[config.mk]
export PLATFORM = sky130hd
export DESIGN_NAME = postfix_stack_evaluator_top
export DESIGN_NICKNAME = d
export VERILOG_FILES = /design/src/design/pse_pkg.sv /design/src/design/pse_arith.sv /design/src/design/pse_datapath.sv /design/src/design/pse_controller.sv /design/src/design/postfix_stack_evaluator_top.sv
export SDC_FILE = /design/constraint.sdc
export NUM_CORES = 2
export LEC_CHECK = 0
export ABC_CLOCK_PERIOD_IN_PS = 14900
export BUFFER_PORTS_ARGS = -buffer_cell sky130_fd_sc_hd__buf_4
export CAP_MARGIN = 10
export CORE_ASPECT_RATIO = 2
export CORE_MARGIN = 2
export CORE_UTILIZATION = 60
export CTS_BUF_LIST = sky130_fd_sc_hd__clkbuf_8 sky130_fd_sc_hd__clkbuf_16
export CTS_CLUSTER_SIZE = 16
export DETAILED_ROUTE_END_ITERATION = 12
export PLACE_DENSITY = 0.76
export SETUP_SLACK_MARGIN = 0.1
export SKIP_CTS_REPAIR_TIMING = 1
export SYNTH_ARGS = -nofsm -noshare
export SYNTH_HDL_FRONTEND = slang
export SYNTH_SLANG_ARGS = --single-unit
[constraint.sdc]
create_clock -name aclk -period 14.9 [get_ports aclk]
set_input_delay 0.745 -clock aclk [delete_from_list [all_inputs] [get_ports aclk]]
set_output_delay 0.745 -clock aclk [all_outputs]
set_load 0.02 [all_outputs]
[src/design/pse_pkg.sv]
// ----------------------------------------------------------------------------
// pse_pkg
// shared types, symbol codes and status codes of the postfix evaluator
// ----------------------------------------------------------------------------
`timescale 1ns / 1ps

package pse_pkg;

    localparam int SYM_W       = 8;
    localparam int OUT_VALUE_W = 32;
    localparam int M_TDATA_W   = 40;

    localparam logic [SYM_W-1:0] SYM_PLUS   = 8'h2B;
    localparam logic [SYM_W-1:0] SYM_MINUS  = 8'h2D;
    localparam logic [SYM_W-1:0] SYM_STAR   = 8'h2A;
    localparam logic [SYM_W-1:0] SYM_SLASH  = 8'h2F;
    localparam logic [SYM_W-1:0] SYM_ZERO   = 8'h30;
    localparam logic [SYM_W-1:0] SYM_CARET  = 8'h5E;
    localparam logic [SYM_W-1:0] SYM_LPAREN = 8'h28;
    localparam logic [SYM_W-1:0] SYM_RPAREN = 8'h29;

    typedef enum logic [2:0] {
        ST_OK    = 3'd0,
        ST_UNDER = 3'd1,
        ST_OVER  = 3'd2,
        ST_DIVZ  = 3'd3,
        ST_UNSUP = 3'd4
    } status_t;

    typedef enum logic [2:0] {
        CLS_PUSH,
        CLS_ADD,
        CLS_SUB,
        CLS_MUL,
        CLS_DIV,
        CLS_UNSUP
    } sym_class_t;

    typedef struct packed {
        logic load_in;
        logic start_arith;
        logic commit;
        logic report;
    } pse_cmd_t;

    typedef struct packed {
        sym_class_t sym_class;
        logic       last;
        logic       cnt_lt2;
        logic       right_zero;
        logic       arith_done;
        logic       out_free;
    } pse_stat_t;

    function automatic sym_class_t classify(input logic [SYM_W-1:0] sym);
        sym_class_t c;
        case (sym)
            SYM_PLUS:   c = CLS_ADD;
            SYM_MINUS:  c = CLS_SUB;
            SYM_STAR:   c = CLS_MUL;
            SYM_SLASH:  c = CLS_DIV;
            SYM_CARET:  c = CLS_UNSUP;
            SYM_LPAREN: c = CLS_UNSUP;
            SYM_RPAREN: c = CLS_UNSUP;
            default:    c = CLS_PUSH;
        endcase
        return c;
    endfunction

endpackage

[src/design/pse_arith.sv]
// ----------------------------------------------------------------------------
// pse_arith
// iterative shift-add multiplier and restoring divider, one bit per cycle
// ----------------------------------------------------------------------------
`timescale 1ns / 1ps

module pse_arith #(
    parameter int VALUE_WIDTH = 32
) (
    input  logic                   aclk,
    input  logic                   aresetn,
    input  logic                   start,
    input  logic                   is_div,
    input  logic [VALUE_WIDTH-1:0] left,
    input  logic [VALUE_WIDTH-1:0] right,
    output logic                   done,
    output logic [VALUE_WIDTH-1:0] result
);

    localparam int CNT_W = $clog2(VALUE_WIDTH);
    localparam logic [CNT_W-1:0] LAST_STEP = CNT_W'(VALUE_WIDTH - 1);

    typedef enum logic [1:0] {A_IDLE, A_RUN, A_FIN} arith_state_t;

    arith_state_t           state_reg;
    logic [CNT_W-1:0]       cnt_reg;
    logic                   div_reg;
    logic                   neg_reg;
    logic [VALUE_WIDTH-1:0] shf_reg;
    logic [VALUE_WIDTH-1:0] opd_reg;
    logic [VALUE_WIDTH-1:0] acc_reg;

    logic [VALUE_WIDTH-1:0] left_mag;
    logic [VALUE_WIDTH-1:0] right_mag;
    logic [VALUE_WIDTH-1:0] rem_sh;
    logic [VALUE_WIDTH:0]   diff;
    logic [VALUE_WIDTH-1:0] mul_add;

    always_comb begin
        left_mag  = left[VALUE_WIDTH-1] ? (~left + 1'b1) : left;
        right_mag = right[VALUE_WIDTH-1] ? (~right + 1'b1) : right;
        rem_sh    = {acc_reg[VALUE_WIDTH-2:0], shf_reg[VALUE_WIDTH-1]};
        diff      = {1'b0, rem_sh} - {1'b0, opd_reg};
        mul_add   = acc_reg + (shf_reg[0] ? opd_reg : '0);
    end

    assign done   = (state_reg == A_FIN);
    assign result = div_reg ? (neg_reg ? (~shf_reg + 1'b1) : shf_reg) : acc_reg;

    always_ff @(posedge aclk) begin
        if (!aresetn) begin
            state_reg <= A_IDLE;
            cnt_reg   <= '0;
        end else begin
            case (state_reg)
                A_IDLE: begin
                    if (start) begin
                        state_reg <= A_RUN;
                        cnt_reg   <= '0;
                        div_reg   <= is_div;
                        neg_reg   <= left[VALUE_WIDTH-1] ^ right[VALUE_WIDTH-1];
                        acc_reg   <= '0;
                        shf_reg   <= is_div ? left_mag : right;
                        opd_reg   <= is_div ? right_mag : left;
                    end
                end
                A_RUN: begin
                    if (div_reg) begin
                        acc_reg <= diff[VALUE_WIDTH] ? rem_sh : diff[VALUE_WIDTH-1:0];
                        shf_reg <= {shf_reg[VALUE_WIDTH-2:0], ~diff[VALUE_WIDTH]};
                    end else begin
                        acc_reg <= mul_add;
                        shf_reg <= {1'b0, shf_reg[VALUE_WIDTH-1:1]};
                        opd_reg <= {opd_reg[VALUE_WIDTH-2:0], 1'b0};
                    end
                    cnt_reg <= cnt_reg + 1'b1;
                    if (cnt_reg == LAST_STEP) begin
                        state_reg <= A_FIN;
                    end
                end
                A_FIN: begin
                    state_reg <= A_IDLE;
                end
                default: begin
                    state_reg <= A_IDLE;
                end
            endcase
        end
    end

endmodule

[src/design/pse_datapath.sv]
// ----------------------------------------------------------------------------
// pse_datapath
// operand stack memory, adder, arithmetic unit, status and output register
// ----------------------------------------------------------------------------
`timescale 1ns / 1ps

module pse_datapath import pse_pkg::*; #(
    parameter int STACK_DEPTH = 16,
    parameter int VALUE_WIDTH = 32
) (
    input  logic                   aclk,
    input  logic                   aresetn,
    input  pse_cmd_t               cmd,
    output pse_stat_t              stat,
    input  logic [SYM_W-1:0]       in_symbol,
    input  logic                   in_last,
    output logic                   out_valid,
    input  logic                   out_ready,
    output logic [OUT_VALUE_W-1:0] out_value,
    output status_t                out_status
);

    localparam int CNT_W = $clog2(STACK_DEPTH + 1);
    localparam int IDX_W = $clog2(STACK_DEPTH);
    localparam logic [CNT_W-1:0] DEPTH_CNT = CNT_W'(STACK_DEPTH);

    logic [VALUE_WIDTH-1:0] stack_mem [STACK_DEPTH];

    logic [SYM_W-1:0]       sym_reg;
    logic                   last_reg;
    logic [CNT_W-1:0]       cnt_reg;
    logic [CNT_W-1:0]       cnt_next;
    status_t                err_reg;
    status_t                err_next;
    logic [VALUE_WIDTH-1:0] top_reg;
    logic [VALUE_WIDTH-1:0] sec_reg;
    logic                   out_valid_reg;
    logic [OUT_VALUE_W-1:0] out_value_reg;
    status_t                out_status_reg;

    sym_class_t                    sym_class;
    logic                          cnt_lt2;
    logic                          right_zero;
    logic [CNT_W-1:0]              cnt_m1;
    logic [CNT_W-1:0]              cnt_m2;
    logic [VALUE_WIDTH-1:0]        digit;
    logic [VALUE_WIDTH-1:0]        arith_result;
    logic                          arith_done;
    logic                          wr_en;
    logic [IDX_W-1:0]              wr_idx;
    logic [VALUE_WIDTH-1:0]        wr_data;
    status_t                       flag_code;
    logic signed [VALUE_WIDTH-1:0] report_top;
    status_t                       report_status;

    assign sym_class  = classify(sym_reg);
    assign cnt_lt2    = (cnt_reg < CNT_W'(2));
    assign right_zero = (top_reg == '0);
    assign cnt_m1     = cnt_reg - CNT_W'(1);
    assign cnt_m2     = cnt_reg - CNT_W'(2);
    assign digit      = VALUE_WIDTH'(sym_reg) - VALUE_WIDTH'(SYM_ZERO);

    pse_arith #(
        .VALUE_WIDTH (VALUE_WIDTH)
    ) u_arith (
        .aclk    (aclk),
        .aresetn (aresetn),
        .start   (cmd.start_arith),
        .is_div  (sym_class == CLS_DIV),
        .left    (sec_reg),
        .right   (top_reg),
        .done    (arith_done),
        .result  (arith_result)
    );

    always_comb begin
        wr_en     = 1'b0;
        wr_idx    = cnt_reg[IDX_W-1:0];
        wr_data   = digit;
        cnt_next  = cnt_reg;
        flag_code = ST_OK;
        if (cmd.commit) begin
            case (sym_class)
                CLS_ADD, CLS_SUB, CLS_MUL, CLS_DIV: begin
                    if (cnt_lt2) begin
                        flag_code = ST_UNDER;
                    end else begin
                        wr_en    = 1'b1;
                        wr_idx   = cnt_m2[IDX_W-1:0];
                        cnt_next = cnt_m1;
                        case (sym_class)
                            CLS_ADD: wr_data = sec_reg + top_reg;
                            CLS_SUB: wr_data = sec_reg - top_reg;
                            CLS_MUL: wr_data = arith_result;
                            default: begin
                                if (right_zero) begin
                                    wr_data   = '0;
                                    flag_code = ST_DIVZ;
                                end else begin
                                    wr_data = arith_result;
                                end
                            end
                        endcase
                    end
                end
                CLS_UNSUP: begin
                    flag_code = ST_UNSUP;
                end
                default: begin
                    if (cnt_reg >= DEPTH_CNT) begin
                        flag_code = ST_OVER;
                    end else begin
                        wr_en    = 1'b1;
                        cnt_next = cnt_reg + CNT_W'(1);
                    end
                end
            endcase
        end
        err_next = (err_reg == ST_OK) ? flag_code : err_reg;
        if (cmd.report) begin
            cnt_next = '0;
            err_next = ST_OK;
        end
    end

    always_comb begin
        report_top    = (cnt_reg == '0) ? '0 : top_reg;
        report_status = ((cnt_reg == '0) && (err_reg == ST_OK)) ? ST_UNDER : err_reg;
    end

    // stack memory with registered reads of top and next-to-top
    always_ff @(posedge aclk) begin
        if (wr_en) begin
            stack_mem[wr_idx] <= wr_data;
        end
        top_reg <= stack_mem[cnt_m1[IDX_W-1:0]];
        sec_reg <= stack_mem[cnt_m2[IDX_W-1:0]];
    end

    always_ff @(posedge aclk) begin
        if (!aresetn) begin
            cnt_reg       <= '0;
            err_reg       <= ST_OK;
            out_valid_reg <= 1'b0;
        end else begin
            cnt_reg <= cnt_next;
            err_reg <= err_next;
            if (cmd.report) begin
                out_valid_reg <= 1'b1;
            end else if (out_ready) begin
                out_valid_reg <= 1'b0;
            end
        end
    end

    always_ff @(posedge aclk) begin
        if (cmd.load_in) begin
            sym_reg  <= in_symbol;
            last_reg <= in_last;
        end
        if (cmd.report) begin
            out_value_reg  <= OUT_VALUE_W'(report_top);
            out_status_reg <= report_status;
        end
    end

    always_comb begin
        stat.sym_class  = sym_class;
        stat.last       = last_reg;
        stat.cnt_lt2    = cnt_lt2;
        stat.right_zero = right_zero;
        stat.arith_done = arith_done;
        stat.out_free   = !out_valid_reg || out_ready;
    end

    assign out_valid  = out_valid_reg;
    assign out_value  = out_value_reg;
    assign out_status = out_status_reg;

endmodule

[src/design/pse_controller.sv]
// ----------------------------------------------------------------------------
// pse_controller
// sequences one symbol at a time through execute, arithmetic if needed, commit and, on a last symbol, settle and report
// ----------------------------------------------------------------------------
`timescale 1ns / 1ps

module pse_controller import pse_pkg::*; (
    input  logic      aclk,
    input  logic      aresetn,
    input  logic      in_valid,
    output logic      in_ready,
    input  pse_stat_t stat,
    output pse_cmd_t  cmd
);

    typedef enum logic [2:0] {
        S_IDLE,
        S_EXEC,
        S_ARITH,
        S_COMMIT,
        S_SETTLE,
        S_REPORT
    } ctrl_state_t;

    ctrl_state_t state_reg;
    ctrl_state_t state_next;

    logic needs_arith;

    assign needs_arith = ((stat.sym_class == CLS_MUL) || (stat.sym_class == CLS_DIV))
                         && !stat.cnt_lt2
                         && !((stat.sym_class == CLS_DIV) && stat.right_zero);

    assign in_ready = (state_reg == S_IDLE);

    always_comb begin
        cmd        = '0;
        state_next = state_reg;
        case (state_reg)
            S_IDLE: begin
                if (in_valid) begin
                    cmd.load_in = 1'b1;
                    state_next  = S_EXEC;
                end
            end
            S_EXEC: begin
                if (needs_arith) begin
                    cmd.start_arith = 1'b1;
                    state_next      = S_ARITH;
                end else begin
                    state_next = S_COMMIT;
                end
            end
            S_ARITH: begin
                if (stat.arith_done) begin
                    state_next = S_COMMIT;
                end
            end
            S_COMMIT: begin
                cmd.commit = 1'b1;
                state_next = stat.last ? S_SETTLE : S_IDLE;
            end
            // stack read registers catch up with the write
            S_SETTLE: begin
                state_next = S_REPORT;
            end
            S_REPORT: begin
                if (stat.out_free) begin
                    cmd.report = 1'b1;
                    state_next = S_IDLE;
                end
            end
            default: begin
                state_next = S_IDLE;
            end
        endcase
    end

    always_ff @(posedge aclk) begin
        if (!aresetn) begin
            state_reg <= S_IDLE;
        end else begin
            state_reg <= state_next;
        end
    end

endmodule

[src/design/postfix_stack_evaluator_top.sv]
// push, add, subtract and rejected symbols run through execute and commit before the next symbol is accepted
// multiply and divide also wait in the arithmetic state for the bit-serial arithmetic unit
// operator underflow and divide by zero skip that unit
// a last symbol adds the settle and report states, plus any wait for an earlier result to be taken
// the result is registered in the report state, after the settle state; the next symbol may enter while it waits
// synchronous active-low reset clears control, stack count, status and m_tvalid
// ----------------------------------------------------------------------------
// postfix_stack_evaluator_top
// postfix expression evaluator with an operand stack, one symbol per transaction
// ----------------------------------------------------------------------------
`timescale 1ns / 1ps

module postfix_stack_evaluator_top import pse_pkg::*; #(
    parameter int STACK_DEPTH = 16,
    parameter int VALUE_WIDTH = 32
) (
    input  logic                 aclk,
    input  logic                 aresetn,
    input  logic                 s_tvalid,
    output logic                 s_tready,
    input  logic [SYM_W-1:0]     s_tdata,   // [7:0] symbol
    input  logic                 s_tlast,
    output logic                 m_tvalid,
    input  logic                 m_tready,
    output logic [M_TDATA_W-1:0] m_tdata    // [31:0] value, [34:32] status, rest zero
);

    pse_cmd_t               cmd;
    pse_stat_t              stat;
    logic [OUT_VALUE_W-1:0] out_value;
    status_t                out_status;

    pse_controller u_ctrl (
        .aclk     (aclk),
        .aresetn  (aresetn),
        .in_valid (s_tvalid),
        .in_ready (s_tready),
        .stat     (stat),
        .cmd      (cmd)
    );

    pse_datapath #(
        .STACK_DEPTH (STACK_DEPTH),
        .VALUE_WIDTH (VALUE_WIDTH)
    ) u_dp (
        .aclk       (aclk),
        .aresetn    (aresetn),
        .cmd        (cmd),
        .stat       (stat),
        .in_symbol  (s_tdata),
        .in_last    (s_tlast),
        .out_valid  (m_tvalid),
        .out_ready  (m_tready),
        .out_value  (out_value),
        .out_status (out_status)
    );

    assign m_tdata = M_TDATA_W'({out_status, out_value});

endmodule

## Word-level counts from Yosys, hierarchy flattened

Memories as Yosys holds them, arrays and structs flattened. A register that Yosys moved wholly into a read port is not among the register bits.
Cells that the tools add are included.

| storage, ports and cells | value |
|---|---|
| memory bits (writable) | 512 |
| memories | 1 |
| bits in latches | 0 |
| register bits after elaboration | 161 |
| output and inout bits | 42 |
| logic and storage cells | 153 |
| ROM bits | 0 |

| operators by class | value |
|---|---|
| order comparisons | 2 |
| multiplexer cells | 61 |
| reductions and logical operators | 27 |
| shift operators | 0 |
| equal/unequal tests | 28 |
| multipliers | 0 |
| add/sub/neg operators | 12 |
| divide/modulo/power cells | 0 |
| bitwise operators | 7 |

Memories:

| memory | depth | bits a word | read ports | clocked after Yosys merged registers in | write ports | line | source |
|---|---|---|---|---|---|---|---|
| u_dp.stack_mem | 16 | 32 | 2 | 2 | 1 | pse_datapath.sv:27 | `logic [VALUE_WIDTH-1:0] stack_mem [STACK_DEPTH];` |

Operators with widths:

| kind | number |
|---|---|
| 32-bit two-way mux | 18 |
| 32-bit case mux with 2 select lines | 3 |
| 32-bit by 1-bit adder with 32-bit output (second input constant) | 3 |
| 32-bit NOT | 3 |
| 32-bit case mux with 3 select lines | 1 |
| 32-bit adder | 2 |
| 8-bit by 6-bit equality test with 1-bit output (second input constant) | 6 |
| 32-bit by 32-bit subtractor with 33-bit output | 1 |
| 32-bit logical NOT | 1 |
| 32-bit subtractor | 1 |
| 3-bit two-way mux | 7 |
| 5-bit case mux with 2 select lines | 2 |
| 3-bit case mux with 6 select lines | 1 |
| 1-bit two-way mux | 15 |
| 5-bit two-way mux | 3 |
| 3-bit case mux with 5 select lines | 1 |
| 2-bit != test (second input constant) | 7 |
| 3-bit by 2-bit equality test with 1-bit output (second input constant) | 4 |
| 3-bit equality test (second input constant) | 4 |
| 4-bit two-way mux | 3 |
| 5-bit by 1-bit adder with 5-bit output (second input constant) | 2 |
| 3-bit AND reduction | 3 |
| 8-bit by 6-bit subtractor with 9-bit output (second input constant) | 1 |
| 8-bit by 7-bit equality test with 1-bit output (second input constant) | 1 |
| other kinds (27) | 44 |

## Logic depth before layout (Yosys ltp)

| depth | value |
|---|---|
| depth after elaboration | 11 |
| mapped depth | 19 |
| depth with buffers taken out | 18 |

## Modules after synthesis

From an unflattened synthesis, not the netlist that was laid out.

| second synthesis, totals | value |
|---|---|
| cells, all modules | 3015 |
| area total of the unflattened synthesis | 40846.7 µm² |

Modules (own cells, without submodules):

| module | seq. area each (µm²) | cells each | instances | area each (µm²) |
|---|---|---|---|---|
| pse_datapath | 18157.4 | 1622 | 1 | 29568.4 |
| pse_arith | 3083.0 | 1361 | 1 | 11023.1 |
| pse_controller | 60.1 | 26 | 1 | 214.0 |
| postfix_stack_evaluator_top | 0.0 | 6 | 1 | 41.3 |

## Worst setup path after synthesis

No wires, ideal clock.

| path | value |
|---|---|
| kind | register to register |
| from | reg u_dp.sym_reg[4] |
| to | mem u_dp.stack_mem[0][30], data pin |
| path slack | 9.622 ns |
| data arrival time | 4.948 ns |
| stages on the path, launching flop included | 19 |
| setup time | 0.330 ns |
| path buffers | 1 |
| path through | edfxtp_1 inv_1 ha_1 nor4bb_1 nand2_1 clkbuf_1 nor2_1 a21oi_1 fa_1 a21o_1 a21oi_1 o21ai_0 a221oi_1 a31oi_1 o41ai_1 a2bb2oi_1 o21ai_0 xnor2_1 o21ai_0 |

| on the way | value |
|---|---|
| longest elaborated chain between the ends | 8 |
| elaborated cells on any way between the ends | 19 |
| those cells by class | add/sub (1); eq/ne (11); mux (5); reduce/logical (2) |

Ends and longest elaborated chain:

| what | line | source |
|---|---|---|
| start, declared | pse_datapath.sv:29 | `logic [SYM_W-1:0] sym_reg;` |
| start signal, assigned | pse_datapath.sv:158 | `sym_reg <= in_symbol;` |
| 8-bit by 7-bit equality test with 1-bit output / 8-bit by 6-bit equality test with 1-bit output (equally long branches) | pse_pkg.sv:57 | `case (sym)` |
| 3-bit OR reduction (no line) | -- |  |
| 3-bit case mux with 5 select lines | pse_pkg.sv:57 |  |
| 3-bit by 2-bit equality test with 1-bit output / 3-bit by 1-bit equality test with 1-bit output (equally long branches) | pse_datapath.sv:83, pse_datapath.sv:91 |  |
| 32-bit case mux with 3 select lines | pse_datapath.sv:91 | `case (sym_class)` |
| 32-bit two-way mux | pse_datapath.sv:85 | `if (cnt_lt2) begin` |
| 32-bit two-way mux | pse_datapath.sv:83 | `case (sym_class)` |
| 32-bit two-way mux * | pse_datapath.sv:82 | `if (cmd.commit) begin` |
| net u_dp.wr_data[30] | pse_datapath.sv:51 | `logic [VALUE_WIDTH-1:0] wr_data;` |
| end, declared | pse_datapath.sv:27 |  |

Mark *: on every way through the listed nets, which the timed path passes. The rest lies on a longest branch.

## Final worst setup path

| path | value |
|---|---|
| from | reg u_dp.sym_reg[4] |
| to | mem u_dp.stack_mem[15][30], data pin |

The elaborated chain is that of the path after synthesis.

==> insert_results.sql <==
INSERT INTO impl_metrics (metric_group, metric, value, unit) VALUES
('run_status', 'outcome', 'finished clean', ''),
('layout', 'multi_input_comb_area', '18410', 'sq um'),
('worst_setup_path', 'critical_path_arrival', '6.43', 'ns'),
('yosys', 'synth_seq_cells', '737', ''),
('worst_setup_path', 'timing.critical_path.to_type', 'flop', ''),
('worst_setup_path', 'crit_path_max_fanout', '34', ''),
('die', 'top_level_ports', '55', ''),
('yosys', 'netlist.top_cell.by_area', 'edfxtp_1', ''),
('layout', 'flow.area_growth_from_synthesis', '8.489', '%'),
('pwr', 'irDropWorstVdd', '99.31', 'uV'),
('yosys', 'postSynthAreaPerCell', '13.55', 'sq um'),
('clocking', 'cts.root.buffer_cell', 'clkbuf_16', ''),
('drt', 'detailroute.via_count', '26870', ''),
('grt', 'grt_overflow', '0', ''),
('flow_run', 'drv_cap', '0', ''),
('drt', 'drc_errors', '0', ''),
('clocking', 'h_tree_lvls', '2', ''),
('pwr', 'powerDensity', '111.3', 'nW/um^2'),
('drt', 'post_drt_via_cell_ratio', '6.863', ''),
('placement', 'place.port_buffers', '49', ''),
('clocking', 'tritoncts.num_buffers', '60', ''),
('yosys', 'ys.flop_type', 'edfxtp_1', ''),
('die', 'num_rows', '134', ''),
('yosys', 'post-synth-top-area-fraction', '48.42', '%'),
('drt', 'drt-total-wl', '109600', 'microns'),
('drt', 'route.antenna.remaining_nets', '0', ''),
('yosys', 'number_of_enable_flip_flop_cells_after_synthesis', '654', ''),
('yosys', 'synth.cell_area', '40560', 'sq um'),
('worst_setup_path', 'cp_slowest_cell', 'o21ai_1', ''),
('layout', 'layout-drive-gt1-share', '19.51', '%'),
('yosys', 'yosysUniqueCellTypes', '79', ''),
('worst_setup_path', 'timing.critical_path.from_type', 'flop', ''),
('die', 'dieWidth', '187.9', 'microns'),
('layout', 'final_net_count', '3104', ''),
('clocking', 'cts.path.max_buffers', '3', ''),
('pwr', 'leakagePower', '15.05', 'nW'),
('sta', 'setup_viol', '0', ''),
('worst_setup_path', 'required', '15.20', 'ns'),
('sta', 'tightest_slew', '1.375', 'ns'),
('sta', 'final_worst_hold_slack', '0.2567', 'ns'),
('yosys', 'asyncSetResetFlopFracSynth', '0', '%'),
('die', 'core_area', '66900', 'sq um'),
('layout', 'ff_latch_area', '21310', 'sq um'),
('die', 'start_util', '60.63', '%'),
('sta', 'final_period_minus_worst_setup_slack', '6.128', 'ns'),
('sta', 'timing_max_transition_violations_final', '0', ''),
('worst_setup_path', 'regToRegSetupSlack', '8.77', 'ns'),
('yosys', 'synth.yosys.seq_area_share', '52.51', '%'),
('sta', 'setup_tns_after_final_layout', '0', 'ns'),
('layout', 'largest_reg_flops', '512', ''),
('placement', 'place.gp.congestion', '1.011', ''),
('sta', 'fin_crit_sh', '41.13', '%'),
('pwr', 'power.total', '4.898', 'mW'),
('drt', 'routedWlPerCell', '28.00', 'microns'),
('sta', 'endpoints_failing_hold', '0', ''),
('grt', 'via_count_of_the_first_global_routing_pass', '27860', ''),
('worst_setup_path', 'critical-path-max-stage-delay', '0.82', 'ns'),
('grt', 'antenna_violations_before_repair', '2', ''),
('sta', 'slew_headroom', '8.321', '%'),
('yosys', 'syn-instance-count', '2994', ''),
('worst_setup_path', 'cp_cell_sequence', 'inv_1 -> ha_1 -> nor4bb_1 -> nand2_1 -> buf_4 -> nor2_1 -> a21oi_1 -> fa_1 -> a21o_1 -> a21oi_1 -> o21ai_0 -> a221oi_1 -> buf_4 -> a31oi_1 -> o41ai_1 -> a2bb2oi_1 -> o21ai_0 -> xnor2_1 -> o21ai_1', ''),
('clocking', 'clock-sinks', '737', ''),
('worst_setup_path', 'path_buf_inv', '3', ''),
('yosys', 'synth_top_cells_by_area', 'edfxtp_1, mux4_2, dfxtp_1, ha_1, xor2_1', ''),
('clocking', 'path_clk_slew', '0.07', 'ns'),
('sta', 'rsz0062_at_grt', 'no', ''),
('drt', 'detailedRoute.firstPassIterationCount', '5', ''),
('die', 'floorplan.die_area', '69830', 'sq um'),
('placement', 'dp.final_hpwl', '71300', 'microns'),
('worst_setup_path', 'criticalPathCategory', 'reg2reg', ''),
('clocking', 'worst_skew_pair.late_latency', '0.66', 'ns');
-- layer usage --
metal  vias up  share of wire [%]  wire length, microns  global-route usage, %
met2      1373                 53                 58130                  57.85
met3       372                7.1                  7807                  4.578
met1     13420                 33                 36660                  35.16
met5         -                  0                     0                      0
met4         0                6.4                  7015                  18.44
li1      11700                  -                     -                      -
-- synth_stat cells, types with 12 or more instances --
cell      number
a211oi_1      18
a21o_1        52
a21oi_1      147
a221oi_1      14
a22oi_1       13
a31oi_1       15
and2_1        15
and3_1        14
buf_1         24
clkbuf_1     156
dfxtp_1       83
edfxtp_1     654
ha_1         108
inv_1         80
mux2i_1       44
mux4_2       320
nand2_1      226
nand2b_1      21
nand3_1       25
nand4_1       12
nor2_1       178
nor2b_1       53
nor3_1        23
o211ai_1      65
o21a_1        20
o21ai_0      171
o21bai_1      13
o31ai_1       36
o41ai_1       12
or3_1         21
xnor2_1       65
xor2_1       140
-- metrics by stage --
step                      worst slack (ns)  instance area [sq um]  std cells  utilization, %
after floorplan                      9.622                  40580       2998               -
after global placement               8.748                  42010       3801           62.80
after detailed placement             8.521                  42010       3801           62.80
after CTS                            8.540                  43990       3912           65.76
after global routing                 8.464                  44000       3913           65.77
final                                8.772                  44010       3915           65.78
-- where the power goes --
part,internal [mW],total [mW],switching [mW]
registers,2.33,2.43,0.0982
logic,0.383,0.840,0.457
clock network,0.869,1.63,0.764
total,3.58,4.90,1.32
-- worst paths after layout --
path | from | to | cells past startpoint
min reg2reg | u_dp.err_reg[1] | u_dp.out_status[1] | 0
max | u_dp.sym_reg[4] | u_dp.stack_mem[15][30] | 19
max reg2reg | u_dp.sym_reg[4] | u_dp.stack_mem[15][30] | 19
min | s_tdata[6] | u_dp.sym_reg[6] | 1
-- cell type report --
| cell class | instances | area share [%] |
|---|---|---|
| clock buffers | 62 | 3.474 |
| clock inverters | 49 | 1.038 |
| diodes | 2 | 0.01137 |
| inverters | 81 | 0.6909 |
| well taps | 884 | 2.513 |
| repair buffers | 117 | 2.024 |
| flip-flops and latches | 737 | 48.42 |
| multi-input cells | 1983 | 41.83 |
-- logic make-up after synthesis --
family	Yosys count	share of synthesized area (%)
other	1	0.009245
muxes	370	19.02
DFF	737	52.51
adders and majority gates	111	3.479
buffers and inverters	278	2.671
AOI/OAI and AO/OA	648	10.31
xor gates and xnor gates	205	4.426
and+or+nand+nor	644	7.573
-- layout by cell type, fill, tap and decap left out, types with 14 or more instances in the layout --
master and instances:
a211oi_1 18, a21o_1 52, a21oi_1 145, a221oi_1 14
a31oi_1 15, and2_1 15, and3_1 14, buf_4 116
clkbuf_16 60, dfxtp_1 81, edfxtp_1 654, ha_1 106
inv_1 94, mux2i_1 44, mux4_2 320, nand2_1 226
nand2b_1 20, nand3_1 25, nor2_1 161, nor2_4 17
nor2b_1 52, nor3_1 23, o211ai_1 65, o21a_1 20
o21ai_0 167, o31ai_1 36, or3_1 21, xnor2_1 64
xor2_1 138
No activity file was read; power rests on OpenSTA's default activity.
